===== src/hdl/multilevel_feedback_task_scheduler_assert.svh =====
// Assertion macros used by the scheduler's queue controller.
`ifndef MULTILEVEL_FEEDBACK_TASK_SCHEDULER_ASSERT_SVH
`define MULTILEVEL_FEEDBACK_TASK_SCHEDULER_ASSERT_SVH

// A condition that must hold at every clock edge outside reset.
`define MLFQ_ASSERT_IMPLIES(label, ante, cons, msg) \
   label: assert property (@(posedge clock) disable iff (reset) (ante) |-> (cons)) \
      else $error(msg);

// A condition that must hold in the cycle after the antecedent.
`define MLFQ_ASSERT_NEXT(label, ante, cons, msg) \
   label: assert property (@(posedge clock) disable iff (reset) (ante) |=> (cons)) \
      else $error(msg);

`endif


===== src/hdl/mlfq_pkg.sv =====
// Shared types and constants of the multilevel feedback task scheduler.
package mlfq_pkg;

   localparam int TASKS_DEFAULT = 16;
   localparam int LEVELS        = 5;
   localparam int LEVEL_W       = 3;
   localparam int SLICE_W       = 30;
   localparam int TASK_ID_W     = 4;
   localparam int KIND_W        = 2;
   localparam int CSR_ADDR_W    = 5;
   localparam int CSR_DATA_W    = 32;

   localparam logic [LEVEL_W-1:0] LOWEST_LEVEL = 3'd4;

   // Event kinds.
   localparam logic [KIND_W-1:0] KIND_NEW   = 2'd0;
   localparam logic [KIND_W-1:0] KIND_YIELD = 2'd1;
   localparam logic [KIND_W-1:0] KIND_END   = 2'd2;

   // Reset values of the per-level slice registers.
   localparam logic [SLICE_W-1:0] SLICE_RESET [LEVELS] = '{
      30'd10000000, 30'd20000000, 30'd40000000, 30'd80000000, 30'd160000000
   };

   typedef struct packed {
      logic [KIND_W-1:0]    kind;
      logic [TASK_ID_W-1:0] task_id;
   } req_type;

   typedef struct packed {
      logic [TASK_ID_W-1:0] run_task;
      logic [LEVEL_W-1:0]   run_level;
      logic [SLICE_W-1:0]   slice_length;
      logic                 idle;
   } rsp_type;

   typedef enum logic {
      ST_IDLE,
      ST_FINISH
   } state_type;

endpackage


===== src/hdl/multilevel_feedback_task_scheduler.sv =====
// Sequencing: an event transfer is taken in the idle state; its result is loaded in the finish state.
// No new event is taken until the finish state is left, set by the registered read of the link memory
// that yields a level's next head; a stalled result holds the following event in the
// finish state, and no further event is taken until the stalled result leaves.
// Reset clears the slice registers to their defaults, empties all five queues and
// leaves nothing running; the link memory is not cleared and needs no clearing pass.
module multilevel_feedback_task_scheduler
   import mlfq_pkg::*;
#(
   parameter int TASKS = TASKS_DEFAULT
) (
   input  logic                  clock,
   input  logic                  reset,
   input  logic                  req_valid,
   output logic                  req_ready,
   input  req_type               req_data,
   output logic                  rsp_valid,
   input  logic                  rsp_ready,
   output rsp_type               rsp_data,
   input  logic                  csr_psel,
   input  logic                  csr_penable,
   input  logic                  csr_pwrite,
   input  logic [CSR_ADDR_W-1:0] csr_paddr,
   input  logic [CSR_DATA_W-1:0] csr_pwdata,
   output logic [CSR_DATA_W-1:0] csr_prdata,
   output logic                  csr_pready
);

   localparam int TW = $clog2(TASKS);

   logic [SLICE_W-1:0] slice_ff [LEVELS];
   logic [LEVEL_W-1:0] csr_index;
   logic               csr_write;

   logic               mem_wr_en;
   logic [TW-1:0]      mem_wr_addr;
   logic [TW-1:0]      mem_wr_data;
   logic               mem_rd_en;
   logic [TW-1:0]      mem_rd_addr;
   logic [TW-1:0]      mem_rd_data;

   assign csr_index  = csr_paddr[CSR_ADDR_W-1:2];
   assign csr_write  = csr_psel && csr_penable && csr_pwrite;
   assign csr_pready = 1'b1;

   // Slice registers, written in the access phase of a transfer.
   always_ff @(posedge clock) begin
      if (reset) begin
         for (int lv = 0; lv < LEVELS; lv++) begin
            slice_ff[lv] <= SLICE_RESET[lv];
         end
      end else begin
         for (int lv = 0; lv < LEVELS; lv++) begin
            if (csr_write && (csr_index == LEVEL_W'(lv))) begin
               slice_ff[lv] <= csr_pwdata[SLICE_W-1:0];
            end
         end
      end
   end

   // Read data; addresses past the last register read as zero.
   always_comb begin
      csr_prdata = '0;
      for (int lv = 0; lv < LEVELS; lv++) begin
         if (csr_index == LEVEL_W'(lv)) begin
            csr_prdata = CSR_DATA_W'(slice_ff[lv]);
         end
      end
   end

   mlfq_ctrl #(
      .TASKS (TASKS)
   ) u_ctrl (
      .clock       (clock),
      .reset       (reset),
      .req_valid   (req_valid),
      .req_ready   (req_ready),
      .req_data    (req_data),
      .rsp_valid   (rsp_valid),
      .rsp_ready   (rsp_ready),
      .rsp_data    (rsp_data),
      .slice_regs  (slice_ff),
      .mem_wr_en   (mem_wr_en),
      .mem_wr_addr (mem_wr_addr),
      .mem_wr_data (mem_wr_data),
      .mem_rd_en   (mem_rd_en),
      .mem_rd_addr (mem_rd_addr),
      .mem_rd_data (mem_rd_data)
   );

   mlfq_link_mem #(
      .TASKS (TASKS)
   ) u_link_mem (
      .clock   (clock),
      .wr_en   (mem_wr_en),
      .wr_addr (mem_wr_addr),
      .wr_data (mem_wr_data),
      .rd_en   (mem_rd_en),
      .rd_addr (mem_rd_addr),
      .rd_data (mem_rd_data)
   );

endmodule


===== src/hdl/mlfq_link_mem.sv =====
// Link memory: next-task pointer of every queued task, one write and one read port.
module mlfq_link_mem
   import mlfq_pkg::*;
#(
   parameter int TASKS = TASKS_DEFAULT
) (
   input  logic                       clock,
   input  logic                       wr_en,
   input  logic [$clog2(TASKS)-1:0]   wr_addr,
   input  logic [$clog2(TASKS)-1:0]   wr_data,
   input  logic                       rd_en,
   input  logic [$clog2(TASKS)-1:0]   rd_addr,
   output logic [$clog2(TASKS)-1:0]   rd_data
);

   localparam int TW = $clog2(TASKS);

   logic [TW-1:0] mem [TASKS];
   logic [TW-1:0] rd_data_ff;

   // Synchronous write; registered read returns the old entry on a collision.
   always_ff @(posedge clock) begin
      if (wr_en) begin
         mem[wr_addr] <= wr_data;
      end
      if (rd_en) begin
         rd_data_ff <= mem[rd_addr];
      end
   end

   assign rd_data = rd_data_ff;

endmodule


===== src/hdl/mlfq_ctrl.sv =====
// Queue controller: level heads and tails, running task, sequencer and result register.
module mlfq_ctrl
   import mlfq_pkg::*;
#(
   parameter int TASKS = TASKS_DEFAULT
) (
   input  logic                       clock,
   input  logic                       reset,
   input  logic                       req_valid,
   output logic                       req_ready,
   input  req_type                    req_data,
   output logic                       rsp_valid,
   input  logic                       rsp_ready,
   output rsp_type                    rsp_data,
   input  logic [SLICE_W-1:0]         slice_regs [LEVELS],
   output logic                       mem_wr_en,
   output logic [$clog2(TASKS)-1:0]   mem_wr_addr,
   output logic [$clog2(TASKS)-1:0]   mem_wr_data,
   output logic                       mem_rd_en,
   output logic [$clog2(TASKS)-1:0]   mem_rd_addr,
   input  logic [$clog2(TASKS)-1:0]   mem_rd_data
);

`include "multilevel_feedback_task_scheduler_assert.svh"

   localparam int TW = $clog2(TASKS);

   state_type          state_ff, state_in;
   logic               run_valid_ff, run_valid_in;
   logic [TW-1:0]      run_task_ff, run_task_in;
   logic [LEVEL_W-1:0] run_level_ff, run_level_in;
   logic [TW-1:0]      head_ff [LEVELS];
   logic [TW-1:0]      head_in [LEVELS];
   logic [TW-1:0]      tail_ff [LEVELS];
   logic [TW-1:0]      tail_in [LEVELS];
   logic [LEVELS-1:0]  ne_ff, ne_in;
   logic [TASKS-1:0]   link_valid_ff, link_valid_in;
   logic               pend_rd_ff, pend_rd_in;
   logic [LEVEL_W-1:0] pend_lvl_ff, pend_lvl_in;
   logic               pend_fwd_ff, pend_fwd_in;
   logic [TW-1:0]      pend_fwd_data_ff, pend_fwd_data_in;
   logic               pend_wr_ff, pend_wr_in;
   logic [TW-1:0]      pend_wr_addr_ff, pend_wr_addr_in;
   logic [TW-1:0]      pend_wr_data_ff, pend_wr_data_in;
   logic               rsp_valid_ff, rsp_valid_in;
   rsp_type            rsp_ff, rsp_in;

   // Planned update for the event at the request port.
   logic               p_run_valid;
   logic [TW-1:0]      p_run_task;
   logic [LEVEL_W-1:0] p_run_level;
   logic [TW-1:0]      p_head [LEVELS];
   logic [TW-1:0]      p_tail [LEVELS];
   logic [LEVELS-1:0]  p_ne;
   logic [TASKS-1:0]   p_link_valid;
   logic               p_wr_en;
   logic [TW-1:0]      p_wr_addr;
   logic               p_rd_en;
   logic [TW-1:0]      p_rd_addr;
   logic [LEVEL_W-1:0] p_pend_lvl;
   logic               p_fwd;
   logic               p_pend_wr;
   logic [TW-1:0]      p_pend_wr_addr;
   logic [TW-1:0]      p_pend_wr_data;

   logic [TW-1:0]      id_idx;
   logic               id_ok;
   logic               demote;
   logic [LEVEL_W-1:0] demote_lvl;
   logic               pick_found;
   logic [LEVEL_W-1:0] pick_lvl;
   logic [TW-1:0]      pop_head;
   logic [TW-1:0]      pop_tail;

   assign id_idx = TW'(req_data.task_id);

   // A new task is taken only if its id is in range, not queued and not running.
   assign id_ok = (req_data.kind == KIND_NEW) && (int'(req_data.task_id) < TASKS) &&
                  !link_valid_ff[id_idx] && !(run_valid_ff && (run_task_ff == id_idx));

   assign demote = run_valid_ff && (id_ok || (req_data.kind == KIND_YIELD));
   assign demote_lvl = (run_level_ff >= LOWEST_LEVEL) ? LOWEST_LEVEL :
                       run_level_ff + LEVEL_W'(1);

   // Plan: demote the running task, then queue or pick the next one.
   always_comb begin
      p_run_valid    = run_valid_ff;
      p_run_task     = run_task_ff;
      p_run_level    = run_level_ff;
      p_head         = head_ff;
      p_tail         = tail_ff;
      p_ne           = ne_ff;
      p_link_valid   = link_valid_ff;
      p_wr_en        = 1'b0;
      p_wr_addr      = '0;
      p_rd_en        = 1'b0;
      p_rd_addr      = '0;
      p_pend_lvl     = '0;
      p_fwd          = 1'b0;
      p_pend_wr      = 1'b0;
      p_pend_wr_addr = '0;
      p_pend_wr_data = '0;
      pick_found     = 1'b0;
      pick_lvl       = '0;
      pop_head       = '0;
      pop_tail       = '0;

      // Append the demoted task at the tail of its new level.
      if (demote) begin
         for (int lv = 0; lv < LEVELS; lv++) begin
            if (demote_lvl == LEVEL_W'(lv)) begin
               if (ne_ff[lv]) begin
                  p_wr_en   = 1'b1;
                  p_wr_addr = tail_ff[lv];
                  p_tail[lv] = run_task_ff;
               end else begin
                  p_head[lv] = run_task_ff;
                  p_tail[lv] = run_task_ff;
                  p_ne[lv]   = 1'b1;
               end
            end
         end
         p_link_valid[run_task_ff] = 1'b1;
      end

      if (id_ok) begin
         // New task: it runs unless level 0 already holds tasks.
         if (ne_ff[0]) begin
            p_pend_wr      = 1'b1;
            p_pend_wr_addr = tail_ff[0];
            p_pend_wr_data = id_idx;
            p_tail[0]      = id_idx;
            p_link_valid[id_idx]     = 1'b1;
            p_link_valid[head_ff[0]] = 1'b0;
            p_run_task     = head_ff[0];
            if (head_ff[0] == tail_ff[0]) begin
               p_head[0] = id_idx;
            end else begin
               p_rd_en    = 1'b1;
               p_rd_addr  = head_ff[0];
               p_pend_lvl = '0;
            end
         end else begin
            p_run_task = id_idx;
         end
         p_run_level = '0;
         p_run_valid = 1'b1;
      end else if ((req_data.kind == KIND_YIELD) || (req_data.kind == KIND_END)) begin
         // Highest-priority non-empty level.
         for (int lv = LEVELS - 1; lv >= 0; lv--) begin
            if (p_ne[lv]) begin
               pick_found = 1'b1;
               pick_lvl   = LEVEL_W'(lv);
            end
         end
         for (int lv = 0; lv < LEVELS; lv++) begin
            if (pick_lvl == LEVEL_W'(lv)) begin
               pop_head = p_head[lv];
               pop_tail = p_tail[lv];
            end
         end
         p_run_valid = pick_found;
         if (pick_found) begin
            p_run_task = pop_head;
            p_run_level = pick_lvl;
            p_link_valid[pop_head] = 1'b0;
            if (pop_head == pop_tail) begin
               for (int lv = 0; lv < LEVELS; lv++) begin
                  if (pick_lvl == LEVEL_W'(lv)) begin
                     p_ne[lv] = 1'b0;
                  end
               end
            end else begin
               // The link just written in this cycle is forwarded past the memory.
               p_rd_en    = 1'b1;
               p_rd_addr  = pop_head;
               p_pend_lvl = pick_lvl;
               p_fwd      = p_wr_en && (p_wr_addr == pop_head);
            end
         end
      end
   end

   // Sequencer: take the event, then resolve the new head and load the result.
   always_comb begin
      state_in         = state_ff;
      run_valid_in     = run_valid_ff;
      run_task_in      = run_task_ff;
      run_level_in     = run_level_ff;
      head_in          = head_ff;
      tail_in          = tail_ff;
      ne_in            = ne_ff;
      link_valid_in    = link_valid_ff;
      pend_rd_in       = pend_rd_ff;
      pend_lvl_in      = pend_lvl_ff;
      pend_fwd_in      = pend_fwd_ff;
      pend_fwd_data_in = pend_fwd_data_ff;
      pend_wr_in       = pend_wr_ff;
      pend_wr_addr_in  = pend_wr_addr_ff;
      pend_wr_data_in  = pend_wr_data_ff;
      rsp_valid_in     = rsp_valid_ff;
      rsp_in           = rsp_ff;
      req_ready        = 1'b0;
      mem_wr_en        = 1'b0;
      mem_wr_addr      = '0;
      mem_wr_data      = '0;
      mem_rd_en        = 1'b0;
      mem_rd_addr      = '0;

      if (rsp_valid_ff && rsp_ready) begin
         rsp_valid_in = 1'b0;
      end

      case (state_ff)
         ST_IDLE: begin
            req_ready = 1'b1;
            if (req_valid) begin
               state_in         = ST_FINISH;
               run_valid_in     = p_run_valid;
               run_task_in      = p_run_task;
               run_level_in     = p_run_level;
               head_in          = p_head;
               tail_in          = p_tail;
               ne_in            = p_ne;
               link_valid_in    = p_link_valid;
               pend_rd_in       = p_rd_en;
               pend_lvl_in      = p_pend_lvl;
               pend_fwd_in      = p_fwd;
               pend_fwd_data_in = run_task_ff;
               pend_wr_in       = p_pend_wr;
               pend_wr_addr_in  = p_pend_wr_addr;
               pend_wr_data_in  = p_pend_wr_data;
               mem_wr_en        = p_wr_en;
               mem_wr_addr      = p_wr_addr;
               mem_wr_data      = run_task_ff;
               mem_rd_en        = p_rd_en;
               mem_rd_addr      = p_rd_addr;
            end
         end
         ST_FINISH: begin
            if (!rsp_valid_ff || rsp_ready) begin
               state_in = ST_IDLE;
               for (int lv = 0; lv < LEVELS; lv++) begin
                  if (pend_rd_ff && (pend_lvl_ff == LEVEL_W'(lv))) begin
                     head_in[lv] = pend_fwd_ff ? pend_fwd_data_ff : mem_rd_data;
                  end
               end
               mem_wr_en    = pend_wr_ff;
               mem_wr_addr  = pend_wr_addr_ff;
               mem_wr_data  = pend_wr_data_ff;
               rsp_valid_in = 1'b1;
               if (run_valid_ff) begin
                  rsp_in.run_task     = TASK_ID_W'(run_task_ff);
                  rsp_in.run_level    = run_level_ff;
                  rsp_in.slice_length = slice_regs[run_level_ff];
                  rsp_in.idle         = 1'b0;
               end else begin
                  rsp_in.run_task     = '0;
                  rsp_in.run_level    = '0;
                  rsp_in.slice_length = '0;
                  rsp_in.idle         = 1'b1;
               end
            end
         end
         default: begin
            state_in = ST_IDLE;
         end
      endcase
   end

   // Control state.
   always_ff @(posedge clock) begin
      if (reset) begin
         state_ff      <= ST_IDLE;
         run_valid_ff  <= 1'b0;
         run_task_ff   <= '0;
         run_level_ff  <= '0;
         ne_ff         <= '0;
         link_valid_ff <= '0;
         pend_rd_ff    <= 1'b0;
         pend_wr_ff    <= 1'b0;
         rsp_valid_ff  <= 1'b0;
         for (int lv = 0; lv < LEVELS; lv++) begin
            head_ff[lv] <= '0;
            tail_ff[lv] <= '0;
         end
      end else begin
         state_ff      <= state_in;
         run_valid_ff  <= run_valid_in;
         run_task_ff   <= run_task_in;
         run_level_ff  <= run_level_in;
         ne_ff         <= ne_in;
         link_valid_ff <= link_valid_in;
         pend_rd_ff    <= pend_rd_in;
         pend_wr_ff    <= pend_wr_in;
         rsp_valid_ff  <= rsp_valid_in;
         head_ff       <= head_in;
         tail_ff       <= tail_in;
      end
   end

   // Payload of the pending transfer and of the result.
   always_ff @(posedge clock) begin
      pend_lvl_ff      <= pend_lvl_in;
      pend_fwd_ff      <= pend_fwd_in;
      pend_fwd_data_ff <= pend_fwd_data_in;
      pend_wr_addr_ff  <= pend_wr_addr_in;
      pend_wr_data_ff  <= pend_wr_data_in;
      rsp_ff           <= rsp_in;
   end

   assign rsp_valid = rsp_valid_ff;
   assign rsp_data  = rsp_ff;

   `MLFQ_ASSERT_IMPLIES(a_running_not_queued, run_valid_ff, !link_valid_ff[run_task_ff], "running task is also queued")
   `MLFQ_ASSERT_IMPLIES(a_empty_no_waiters, ne_ff == '0, link_valid_ff == '0, "task waits while all levels are empty")
   `MLFQ_ASSERT_IMPLIES(a_idle_fields_zero, rsp_valid_ff && rsp_ff.idle, (rsp_ff.run_task == '0) && (rsp_ff.run_level == '0) && (rsp_ff.slice_length == '0), "idle result carries nonzero fields")
   `MLFQ_ASSERT_NEXT(a_finish_loads_result, (state_ff == ST_FINISH) && (!rsp_valid_ff || rsp_ready), rsp_valid_ff && (state_ff == ST_IDLE), "finished event gave no result")

endmodule

===== config.mk =====
export PLATFORM = sky130hd
export DESIGN_NAME = multilevel_feedback_task_scheduler
export DESIGN_NICKNAME = d
export VERILOG_FILES = /design/src/hdl/mlfq_pkg.sv /design/src/hdl/multilevel_feedback_task_scheduler.sv /design/src/hdl/mlfq_link_mem.sv /design/src/hdl/mlfq_ctrl.sv
export VERILOG_INCLUDE_DIRS = /design/src /design/src/hdl
export SDC_FILE = /design/constraint.sdc
export NUM_CORES = 1
export LEC_CHECK = 0
export ABC_AREA = 0
export ABC_CLOCK_PERIOD_IN_PS = 9600
export BUFFER_PORTS_ARGS = -buffer_cell sky130_fd_sc_hd__buf_2
export CORE_MARGIN = 1.5
export CORE_UTILIZATION = 48
export DETAILED_ROUTE_END_ITERATION = 7
export PLACE_DENSITY = 0.64
export RECOVER_POWER = 50
export REMOVE_ABC_BUFFERS = 1
export SETUP_SLACK_MARGIN = 0.2
export SYNTH_ARGS = -nofsm -noshare
export SYNTH_HDL_FRONTEND = slang
export SYNTH_SLANG_ARGS = --single-unit
export TNS_END_PERCENT = 50

===== constraint.sdc =====
create_clock -name clock -period 9.6 [get_ports clock]
set_input_delay 0.96 -clock clock [delete_from_list [all_inputs] [get_ports clock]]
set_output_delay 0.96 -clock clock [all_outputs]
set_load 0.01 [all_outputs]

### Word-level counts from Yosys, hierarchy flattened

Memories as Yosys holds them, arrays and structs flattened. A register that Yosys moved wholly into a read port is not among the register bits.
Cells that the tools add are included.

| storage, ports and cells | value |
|---|---|
| bits in registers | 277 |
| RAM bits | 64 |
| input port bits | 50 |
| logic and storage cells | 297 |
| memories | 1 |

| operators by class | value |
|---|---|
| add/sub/neg operators | 1 |
| $lt $le $gt $ge | 10 |
| eq/ne operators | 29 |
| mux-type cells | 167 |
| bitwise operators | 10 |
| reductions and logical operators | 46 |

Memories:

| memory | depth | bits a word | read ports | clocked after Yosys merged registers in | write ports | RTL line | RTL |
|---|---|---|---|---|---|---|---|
| u_link_mem.mem | 16 | 4 | 1 | 1 | 1 | mlfq_link_mem.sv:18 | `logic [TW-1:0] mem [TASKS];` |

Operators by type and width:

| kind | number |
|---|---|
| $mux W4 | 68 |
| $mux W32 | 4 |
| $bmux W30 S3 | 1 |
| $mux W30 | 3 |
| $mux W16 | 5 |
| $mux W20 | 4 |
| $mux W1 | 56 |
| $pmux W20 S2 | 1 |
| $mux W3 | 11 |
| $and A16 B16 Y16 | 2 |
| $not A16 Y16 | 2 |
| $or A16 B16 Y16 | 2 |
| $mux W5 | 5 |
| $eq A3 B2 Y1 const B | 8 |
| $logic_and A1 B1 Y1 | 22 |
| $lt A4 B5 Y1 const B | 4 |
| $reduce_and A3 Y1 | 6 |
| $demux W1 S4 | 4 |
| $eq A4 B4 Y1 | 4 |
| $ge A4 B1 Y1 const B | 4 |
| $pmux W4 S2 | 2 |
| $ne A2 B2 Y1 const B | 7 |
| $eq A3 B1 Y1 const B | 4 |
| $eq A3 B3 Y1 const B | 4 |
| 17 further kinds | 30 |

### Depth between registers and ports, before layout

Gate-level depths: netlist of the first run.

| depth | value |
|---|---|
| word-level depth | 32 |
| depth in mapped cells | 21 |

### Modules after synthesis

Synthesis of the first run repeated with hierarchy kept, for this count alone.

| second synthesis, totals | value |
|---|---|
| cell total of the unflattened synthesis | 1914 |
| area total of the unflattened synthesis | 18540.3 sq um |

Modules (own cells, without submodules):

| module | times used | cells an instance | area an instance (sq um) | sequential area each (sq um) |
|---|---|---|---|---|
| mlfq_ctrl | 1 | 1002 | 8587.0 | 3083.0 |
| multilevel_feedback_task_scheduler | 1 | 782 | 7247.0 | 3002.9 |
| mlfq_link_mem | 1 | 130 | 2706.3 | 2042.0 |

### Least setup slack after synthesis of the first run

OpenSTA, ideal clock, no wires.

| timing path | value |
|---|---|
| kind | flip-flop to flip-flop |
| start point | register u_ctrl.run_level_ff[1] |
| end point | register u_link_mem.rd_data_ff[2], in the netlist u_link_mem.rd_data[2] (read register of u_link_mem.mem) (data pin) |
| arrival | 4.892 ns |
| required time | 9.328 ns |
| slack | 4.436 ns |
| stages on the path, launching flop included | 21 |
| clock period less this slack | 5.164 ns |
| cell sequence | dfxtp_1 -> clkbuf_1 -> clkbuf_1 -> inv_1 -> ha_1 -> nor3b_1 -> clkbuf_1 -> nand2_1 -> nor2_1 -> nand3_1 -> nand4_1 -> o221ai_2 -> a221oi_4 -> xnor2_1 -> and4_1 -> buf_6 -> o31ai_4 -> buf_6 -> mux2i_1 -> a211oi_1 -> or4_1 |

| between the ends | value |
|---|---|
| longest elaborated chain between the ends | 27 |
| elaborated cells between the ends (all ways) | 72 |
| those cells by class | add/sub: 1; order compare: 1; eq/ne: 9; mux: 59; reduce/logical: 2 |

RTL lines:

| item | RTL line | RTL |
|---|---|---|
| start: declaration | mlfq_ctrl.sv:31 | `logic [LEVEL_W-1:0] run_level_ff, run_level_in;` |
| start signal: assignment | mlfq_ctrl.sv:291 | `run_level_ff <= run_level_in;` |
| $add A3 B1 Y3 / $ge A3 B3 Y1 (equally long branches) | mlfq_ctrl.sv:83, mlfq_ctrl.sv:82 |  |
| $mux W3 * | mlfq_ctrl.sv:82 | `assign demote_lvl = (run_level_ff >= LOWEST_LEVEL) ? LOWEST_LEVEL :` |
| $eq A3 B3 Y1 | mlfq_ctrl.sv:111 | `if (demote_lvl == LEVEL_W'(lv)) begin` |
| $mux W1 | mlfq_ctrl.sv:111 |  |
| $mux W5 | mlfq_ctrl.sv:109 | `if (demote) begin` |
| $mux W3 (5 in series) | mlfq_ctrl.sv:151 | `if (p_ne[lv]) begin` |
| $mux W3 | mlfq_ctrl.sv:148 | `end else if ((req_data.kind == KIND_YIELD) \|\| (req_data.kind == KIND_END)) begin` |
| $mux W3 | mlfq_ctrl.sv:126 | `if (id_ok) begin` |
| [7 not listed] | -- |  |
| $mux W4 | mlfq_ctrl.sv:126 |  |
| $eq A4 B4 Y1 | mlfq_ctrl.sv:167 | `if (pop_head == pop_tail) begin` |
| $mux W4 / $mux W1 (equally long branches) | mlfq_ctrl.sv:167 |  |
| $mux W4 / $mux W1 (equally long branches) | mlfq_ctrl.sv:163 | `if (pick_found) begin` |
| $mux W4 / $mux W1 (equally long branches) | mlfq_ctrl.sv:148 |  |
| $mux W4 / $mux W1 (equally long branches) | mlfq_ctrl.sv:126 |  |
| $mux W4 / $mux W1 (equally long branches) | mlfq_ctrl.sv:217 | `if (req_valid) begin` |
| $mux W4 / $mux W1 (equally long branches) | mlfq_ctrl.sv:214 | `case (state_ff)` |
| end: declaration | mlfq_link_mem.sv:19 | `logic [TW-1:0] rd_data_ff;` |

Mark *: on every way between the ends. The rest lies on a longest branch, timed or not. The select of a mux whose other input is x is not followed.
A chain may end at the register's enable or synchronous reset.

### Worst setup path in the final report of the first run

| timing path | value |
|---|---|
| start point | input req_data[1] (netlist bit) |
| end point | register u_link_mem.rd_data_ff[2], in the netlist u_link_mem.rd_data[2] (read register of u_link_mem.mem) (data pin) |

| between the ends | value |
|---|---|
| longest elaborated chain between the ends | 30 |
| elaborated cells between the ends (all ways) | 59 |
| those cells by class | eq/ne: 6; mux: 45; reduce/logical: 8 |

RTL lines:

| item | RTL line | RTL |
|---|---|---|
| start: declaration | multilevel_feedback_task_scheduler.sv:16 | `input req_type req_data,` |
| $bmux W1 S4 | mlfq_ctrl.sv:79 | `!link_valid_ff[id_idx] && !(run_valid_ff && (run_task_ff == id_idx));` |
| $mux W1 (not written as such) | mlfq_ctrl.sv:79 |  |
| $logic_not A1 Y1 | mlfq_ctrl.sv:79 |  |
| $logic_and A1 B1 Y1 | mlfq_ctrl.sv:78 | `assign id_ok = (req_data.kind == KIND_NEW) && (int'(req_data.task_id) < TASKS) &&` |
| $logic_and A1 B1 Y1 * | mlfq_ctrl.sv:79 |  |
| $logic_or A1 B1 Y1 | mlfq_ctrl.sv:81 | `assign demote = run_valid_ff && (id_ok \|\| (req_data.kind == KIND_YIELD));` |
| $logic_and A1 B1 Y1 | mlfq_ctrl.sv:81 |  |
| $mux W5 | mlfq_ctrl.sv:109 |  |
| [14 not listed] | -- |  |
| $mux W4 | mlfq_ctrl.sv:126 |  |
| $eq A4 B4 Y1 | mlfq_ctrl.sv:167 |  |
| $mux W4 / $mux W1 (equally long branches) | mlfq_ctrl.sv:167 |  |
| $mux W4 / $mux W1 (equally long branches) | mlfq_ctrl.sv:163 |  |
| $mux W4 / $mux W1 (equally long branches) | mlfq_ctrl.sv:148 |  |
| $mux W4 / $mux W1 (equally long branches) | mlfq_ctrl.sv:126 |  |
| $mux W4 / $mux W1 (equally long branches) | mlfq_ctrl.sv:217 |  |
| $mux W4 / $mux W1 (equally long branches) | mlfq_ctrl.sv:214 |  |

Marks and branches as above.

==> results of run 1 <==
## logic make-up (layout without fill, tap and decap cells)
logic type      Yosys count  count (layout)  synth area share, %
xor+xnor                 16              16                0.791
buf+inv                 196             259                 4.58
flops                   345             345                 45.9
fa+ha+maj                 4               4                0.282
compound gates          531             531                 19.6
other cells               2               5               0.0424
simple gates            815             815                 20.4
mux                     104             104                 8.47
## layout make-up
class,instances,area (sq um),area share (%)
Multi-Input combinational cell,1473,8810,44.7
Sequential cell,345,8130,41.2
Clock buffer,51,1050,5.33
Timing Repair Buffer,157,782,3.97
Tap cell,468,586,2.97
Clock inverter,19,238,1.21
Inverter,32,120,0.609
Antenna cell,2,5.00,0.0254
## placed cells by master, fill, tap and decap left out, types with 30 or more instances in the layout
| cell | instances |
|---|---|
| a211oi_1 | 42 |
| a21oi_1 | 216 |
| a22oi_1 | 72 |
| buf_2 | 73 |
| clkbuf_1 | 66 |
| clkbuf_16 | 39 |
| dfxtp_1 | 221 |
| edfxtp_1 | 122 |
| mux2i_1 | 63 |
| mux4_2 | 36 |
| nand2_1 | 393 |
| nand3b_1 | 44 |
| nor2_1 | 197 |
| nor3_1 | 54 |
| o21ai_0 | 37 |
| o22ai_1 | 30 |
## flip-flops by register name, summed over array words and instances, names as in the netlist, 3 cells and up
signal	count
slice_ff	150
u_ctrl.tail_ff	20
u_ctrl.pend_wr_data_ff	4
u_ctrl.pend_wr_addr_ff	4
u_ctrl.run_task_ff	4
u_ctrl.link_valid_ff	16
u_ctrl.ne_ff	5
u_ctrl.head_ff	20
u_ctrl.pend_lvl_ff	3
u_link_mem.mem	64
u_ctrl.run_level_ff	3
u_link_mem.rd_data	4
u_ctrl.pend_fwd_data_ff	4
u_ctrl.rsp_data	38
## metrics by stage
step                worst slack (ns)  utilization (%)  hold WS, ns
global placement                3.08             50.8        0.451
detailed placement              3.01             50.8        0.459
global route                    2.48             54.0        0.487
finish                          2.75             54.0        0.467
CTS                             3.30             54.3        0.467
floorplan                       3.05                -        0.437
## worst register-to-register path: stages, from the launching register on
cell	delay [ns]
dfxtp_1	0.48
inv_1	0.46
nand2_1	0.09
clkbuf_1	0.74
clkinv_1	0.22
clkbuf_1	1.82
nand2_1	0.97
o21ai_1	0.82
nand2_1	0.26
nor2_1	0.39
## synthesized netlist by cell type, types with 21 or more instances
library cell	n	share of area [%]
nor2_1	197	4.2
nand3_1	26	0.73
dfxtp_1	223	25
a211oi_1	42	1.8
nor3_1	55	1.6
o21ai_0	37	1.0
nand2_1	393	8.3
inv_1	29	0.61
clkbuf_1	136	2.9
edfxtp_1	122	21
o22ai_1	30	1.1
mux2i_1	63	3.6
a221oi_1	21	1.0
a22oi_1	72	3.0
nand3b_1	44	1.9
mux4_2	36	4.6
a21oi_1	217	6.1
## how the worst max path moves through the flow
stage / start / end / slack, ns
global route: u_ctrl.state_ff$_SDFF_PP0_ / u_link_mem.mem[2][1]$_DFFE_PP_ / 2.48
finish: req_data[1] / u_link_mem.rd_data[2]$_DFFE_PP_ / 2.75
global placement: req_data[1] / u_link_mem.rd_data[3]$_DFFE_PP_ / 3.08
detailed placement: req_data[1] / u_link_mem.rd_data[2]$_DFFE_PP_ / 3.01
floorplan: u_ctrl.run_level_ff[1]$_SDFFE_PP0P_ / u_link_mem.rd_data[2]$_DFFE_PP_ / 3.05
CTS: u_ctrl.run_level_ff[0]$_SDFFE_PP0P_ / u_link_mem.rd_data[3]$_DFFE_PP_ / 3.30
## per-layer routing
layer | GRT usage (%) | part of all wire, % | vias up
li1 | - | - | 7354
met1 | 37.9 | 40 | 7573
met2 | 48.8 | 48 | 764
met3 | 4.87 | 8.2 | 127
met4 | 11.9 | 3.2 | 4
met5 | 0 | 0.042 | -
## power groups by stage
stage / Combinational [uW] / Clock, uW / Sequential (uW)
floorplan: 157 / 0 / 1600
global placement: 298 / 0 / 1600
detailed placement: 302 / 0 / 1600
CTS: 303 / 1550 / 1570
global route: 326 / 1600 / 1580
finish: 304 / 1530 / 1570
==> run_results.csv, run 1 <==
group,metric,value,unit
critical_path,crit_family,"simple AND/OR/NAND/NOR gates",
die,ioPinCount,123,
critical_path,crit_required,9.90,ns
placement,dpl_cell_area,18600,sq um
clock_tree,cts.sinks,345,
die,die_x,195,um
critical_path,crit_chain,"clkbuf_1, mux2i_1, nor3_1, nor4_1, a41oi_2, or3_1, mux2i_1, nand2_1, nand4_1, xnor2_1, nand4_1, nand3_1, o22a_1, a211oi_1, or4_1",
die,start_util,48.5,%
timing,final-setup-viol-count,0,
critical_path,crit_arrival,7.15,ns
power_and_ir_drop,power_switching,861,uW
timing,clock_skew,0.0185,ns
global_routing,grt_use_total,29.3,%
worst_hold_path,min_from,"slice_ff[134]$_SDFFE_PP0P_",
routing,drt_iter0_drc,1563,
clock_tree,clk_pin_slew_worst_paths,0.06,ns
clock_tree,cts_buffers,39,
final_layout,num-fill-cells,3319,
timing,period_share,71.4,%
logic_synthesis,synth_area,17700,sq um
global_routing,grt_start_max_net_pins,77,
logic_synthesis,netlist_instances,2013,
power_and_ir_drop,netSwitchingFraction,25.3,%
logic_synthesis,ys_seq_area_share,45.9,%
timing,grt_setup_unrepaired,"false",
placement,dp_cells,2475,
routing,drc,0,
logic_synthesis,synth_edf_count,122,
logic_synthesis,ys.flop_type,"dfxtp_1",
clock_tree,htree_levels,2,
critical_path,start_kind,"input port",
global_routing,grt_pass1_vias,15100,
worst_hold_path,hold_path_depth,2,
clock_tree,clockRootBuffer,"clkbuf_16",
power_and_ir_drop,pwr-share-clk,44.9,%
power_and_ir_drop,power.static_leakage,0.00694,uW
timing,tightest_slew,3.56,ns
timing,hold_viol,0,
run_status,failed_checks,"capacitance limit, slew limit",
routing,dr.pass1.iters,6,
final_layout,finalInstanceArea,19700,sq um
critical_path,worstSetupEndpointType,"flop",
timing,tns,0,ns
routing,post_drt_wl_per_cell,22.2,um
logic_synthesis,synth_cell_types,78,
clock_tree,clockBufferDepth,3,
global_routing,overflow,0,
timing,period_needed,6.85,ns
logic_synthesis,ys_ff_latch,345,
power_and_ir_drop,p_int,2550,uW
clock_tree,cts_tree,"yes",
worst_hold_path,hold_path.class,"flop to flop",
critical_path,rr_worst_depth,9,
die,dieArea,38100,sq um
placement,hpwl,35300,um
final_layout,nNetsFinal,2102,
power_and_ir_drop,p_seq_share,46.2,%
placement,place.gp.congestion,0.895,
worst_hold_path,whs_endpoint,"slice_ff[134]$_SDFFE_PP0P_",
critical_path,r2r_slack,2.99,ns
routing,ant_nets,0,
clock_tree,hold_buffers,0,
critical_path,critPathBufInv,1,
final_layout,layout-drive-gt1-share,10.9,%
power_and_ir_drop,fin_total_pwr,3410,uW
critical_path,path_max_fanout,18,
logic_synthesis,avgSynthCellArea,8.81,sq um
routing,vias,15800,
final_layout,stdcell_count,2547,
timing,relSlewSlack,-137,%
critical_path,slowest_delay,0.78,ns
power_and_ir_drop,ir_drop,0.000141,V
routing,drt-total-wl,56500,um
global_routing,grt_pass1_wl,87100,um
die,dieHeight,195,um
run,drv_cap,11,
logic_synthesis,async_flop_share,0,%
power_and_ir_drop,power_density,173,nW/um^2
clock_tree,clk_latency,0.57,ns
routing,vias_per_cell,6.21,
critical_path,rr_endpoint,"u_link_mem.mem[14][3]$_DFFE_PP_",
clock_tree,cts_resized,0,
die,coreArea,36500,sq um
critical_path,crit_type,"input port to flop",
critical_path,cp_slowest_cell,"clkbuf_1",
final_layout,area_growth,11.2,%
timing,max_freq,0.146,GHz
global_routing,grt_antenna_before_repair,4,
die,fp-row-count,70,
logic_synthesis,yosysWarningCount,0,
power_and_ir_drop,share_comb_of_total_power,8.9,%
critical_path,r2r_start,"u_ctrl.state_ff$_SDFF_PP0_",
placement,port_buffers,115,
timing,slew_violations,514,
run_status,status,"finished with violations",
clock_tree,postCtsSetupRepairBufs,0,
critical_path,critical_path_depth,15,
Power figures use the tool's default switching activity.
==> inputs of run 2 (changes only) <==
- ABC_CLOCK_PERIOD_IN_PS: 9600 -> 6700
- clock period: 9.6 -> 6.7 ns (I/O delays scaled with it)
==> run 2 against run 1 <==
  * The run still ends with capacitance limit, slew limit left
  * Clock power rose by 41%
  * Routed wire length rose by 2.1%
  * Setup slack got worse by 1.9 ns
  * Largest cell class unchanged
  * Register-to-register slack got worse by 1.8 ns
  * Largest power group unchanged
==> run_results.csv, run 2 (synthesis results as in run 1) <==
group,metric,value,unit
run_status,status,"finished with violations",
run_status,failed_checks,"capacitance limit, slew limit",
die,dieHeight,195,um
clock_tree,htree_levels,2,
critical_path,worstSetupEndpointType,"flop",
global_routing,grt_start_max_net_pins,136,
timing,grt_setup_unrepaired,"false",
placement,dp_cells,2484,
die,start_util,48.5,%
timing,final-setup-viol-count,0,
timing,tightest_slew,4.12,ns
critical_path,crit_required,7.14,ns
run,drv_cap,11,
final_layout,most-common-layout-cells,"nand2_1, dfxtp_1, a21oi_1, nor2_1, edfxtp_1",
worst_hold_path,hold_path.class,"input port to flop",
clock_tree,clockBufferDepth,3,
clock_tree,cts_resized,0,
critical_path,rr_worst_depth,10,
timing,relSlewSlack,-174,%
final_layout,finalInstanceArea,19800,sq um
final_layout,regMostFlops,"slice_ff",
clock_tree,clk_latency,0.59,ns
power_and_ir_drop,ir_drop,0.000163,V
placement,dpl_cell_area,18600,sq um
global_routing,overflow,0,
final_layout,final_common_cell,"nand2_1",
placement,place.gp.congestion,0.933,
final_layout,final_util,54.2,%
die,ioPinCount,123,
critical_path,crit_arrival,6.26,ns
clock_tree,cts.sinks,345,
clock_tree,cts_tree,"yes",
die,dieArea,38100,sq um
routing,post_drt_wl_per_cell,22.5,um
critical_path,start_kind,"input port",
timing,period_needed,5.81,ns
global_routing,grt_antenna_before_repair,7,
critical_path,r2r_start,"u_ctrl.state_ff$_SDFF_PP0_",
timing,slew_violations,490,
clock_tree,cts_buffers,40,
final_layout,nNetsFinal,2112,
timing,tns,0,ns
global_routing,grt_pass1_vias,15600,
clock_tree,hold_buffers,0,
die,fp-row-count,70,
timing,max_freq,0.172,GHz
worst_hold_path,min_from,"csr_pwdata[27]",
critical_path,rr_endpoint,"u_ctrl.head_ff[11]$_SDFFE_PP0P_",
timing,clock_skew,0.0300,ns
clock_tree,clockRootBuffer,"clkbuf_16",
critical_path,r2r_slack,1.24,ns
routing,dr.pass1.iters,6,
placement,port_buffers,115,
timing,period_share,86.8,%
placement,hpwl,36000,um
clock_tree,clk_pin_slew_worst_paths,0.06,ns
power_and_ir_drop,power_density,246,nW/um^2
final_layout,stdcell_count,2560,
final_layout,layout-drive-gt1-share,11.2,%
worst_hold_path,whs_endpoint,"slice_ff[57]$_SDFFE_PP0P_",
routing,vias,16000,
global_routing,grt_use_total,30.0,%
worst_hold_path,hold_path_depth,3,
clock_tree,postCtsSetupRepairBufs,0,
critical_path,crit_type,"input port to flop",
routing,drc,0,
routing,drt-total-wl,57700,um
final_layout,largest_reg_flops,150,
routing,vias_per_cell,6.25,
die,coreArea,36500,sq um
final_layout,area_growth,11.7,%
timing,hold_viol,0,
routing,drt_iter0_drc,1802,
global_routing,grt_pass1_wl,89400,um
die,die_x,195,um
critical_path,path_max_fanout,14,
routing,ant_nets,0,
power_and_ir_drop,power.static_leakage,0.00697,uW
run 2: final cells by class:
type / instances / area [sq um]
timing repair buffer: 166 / 856
clock inverter: 13 / 170
antenna: 4 / 10.0
inverter: 32 / 120
multi-input combinational: 1473 / 8810
clock buffer: 59 / 1110
fill: 3400 / 16700
tap: 468 / 586
sequential: 345 / 8130
run 2: critical path, cell delays in order:
cell	delay, ns
clkbuf_1	0.77
mux2i_1	0.39
nor3_1	0.13
nor4_4	0.36
a41o_1	0.57
buf_4	0.27
a211oi_1	0.11
nor3_1	0.34
nor3_1	0.11
o32ai_1	0.38
xnor2_1	0.19
nand4_1	0.39
buf_4	0.31
a21boi_0	0.52
o221ai_1	0.25
a21oi_1	0.29
or4_1	0.16
run 2: layer usage:
layer / vias up / wire length [um] / track usage (%) / share of wire [%]
met3: 164 / 4940 / 5.80 / 8.6
met2: 830 / 27100 / 48.8 / 47
li1: 7356 / - / - / -
met4: 6 / 2310 / 13.5 / 4.0
met1: 7641 / 23300 / 38.7 / 40
met5: - / 31 / 0 / 0.054
run 2: where the power goes:
group          total (uW)  switching, uW  internal [uW]  leakage [uW]
Combinational         453            314            139       0.00343
Sequential           2250           38.2           2220       0.00293
Clock                2160            919           1240      0.000613
Total                4870           1270           3590       0.00697
run 2: how the worst max path moves through the flow:
stage | startpoint | end | depth (start not counted)
after floorplan | u_ctrl.run_level_ff[1]$_SDFFE_PP0P_ | u_link_mem.rd_data[2]$_DFFE_PP_ | 14
after global placement | req_data[1] | u_link_mem.rd_data[2]$_DFFE_PP_ | 16
after detailed placement | req_data[1] | u_link_mem.rd_data[2]$_DFFE_PP_ | 16
after CTS | req_data[1] | u_link_mem.rd_data[3]$_DFFE_PP_ | 16
after global routing | req_data[1] | u_link_mem.rd_data[2]$_DFFE_PP_ | 17
final | req_data[1] | u_link_mem.rd_data[2]$_DFFE_PP_ | 17
run 2: metrics by stage:
| step | total power [uW] | setup WS, ns | hold slack [ns] |
|---|---|---|---|
| 2_1_floorplan | 2520 | 0.153 | 0.437 |
| 3_3_place_gp | 2740 | 0.903 | 0.452 |
| 3_5_place_dp | 2740 | 0.901 | 0.459 |
| 4_1_cts | 4880 | 1.48 | 0.347 |
| 5_1_grt | 5020 | 0.588 | 0.364 |
| 6_report | 4870 | 0.887 | 0.365 |
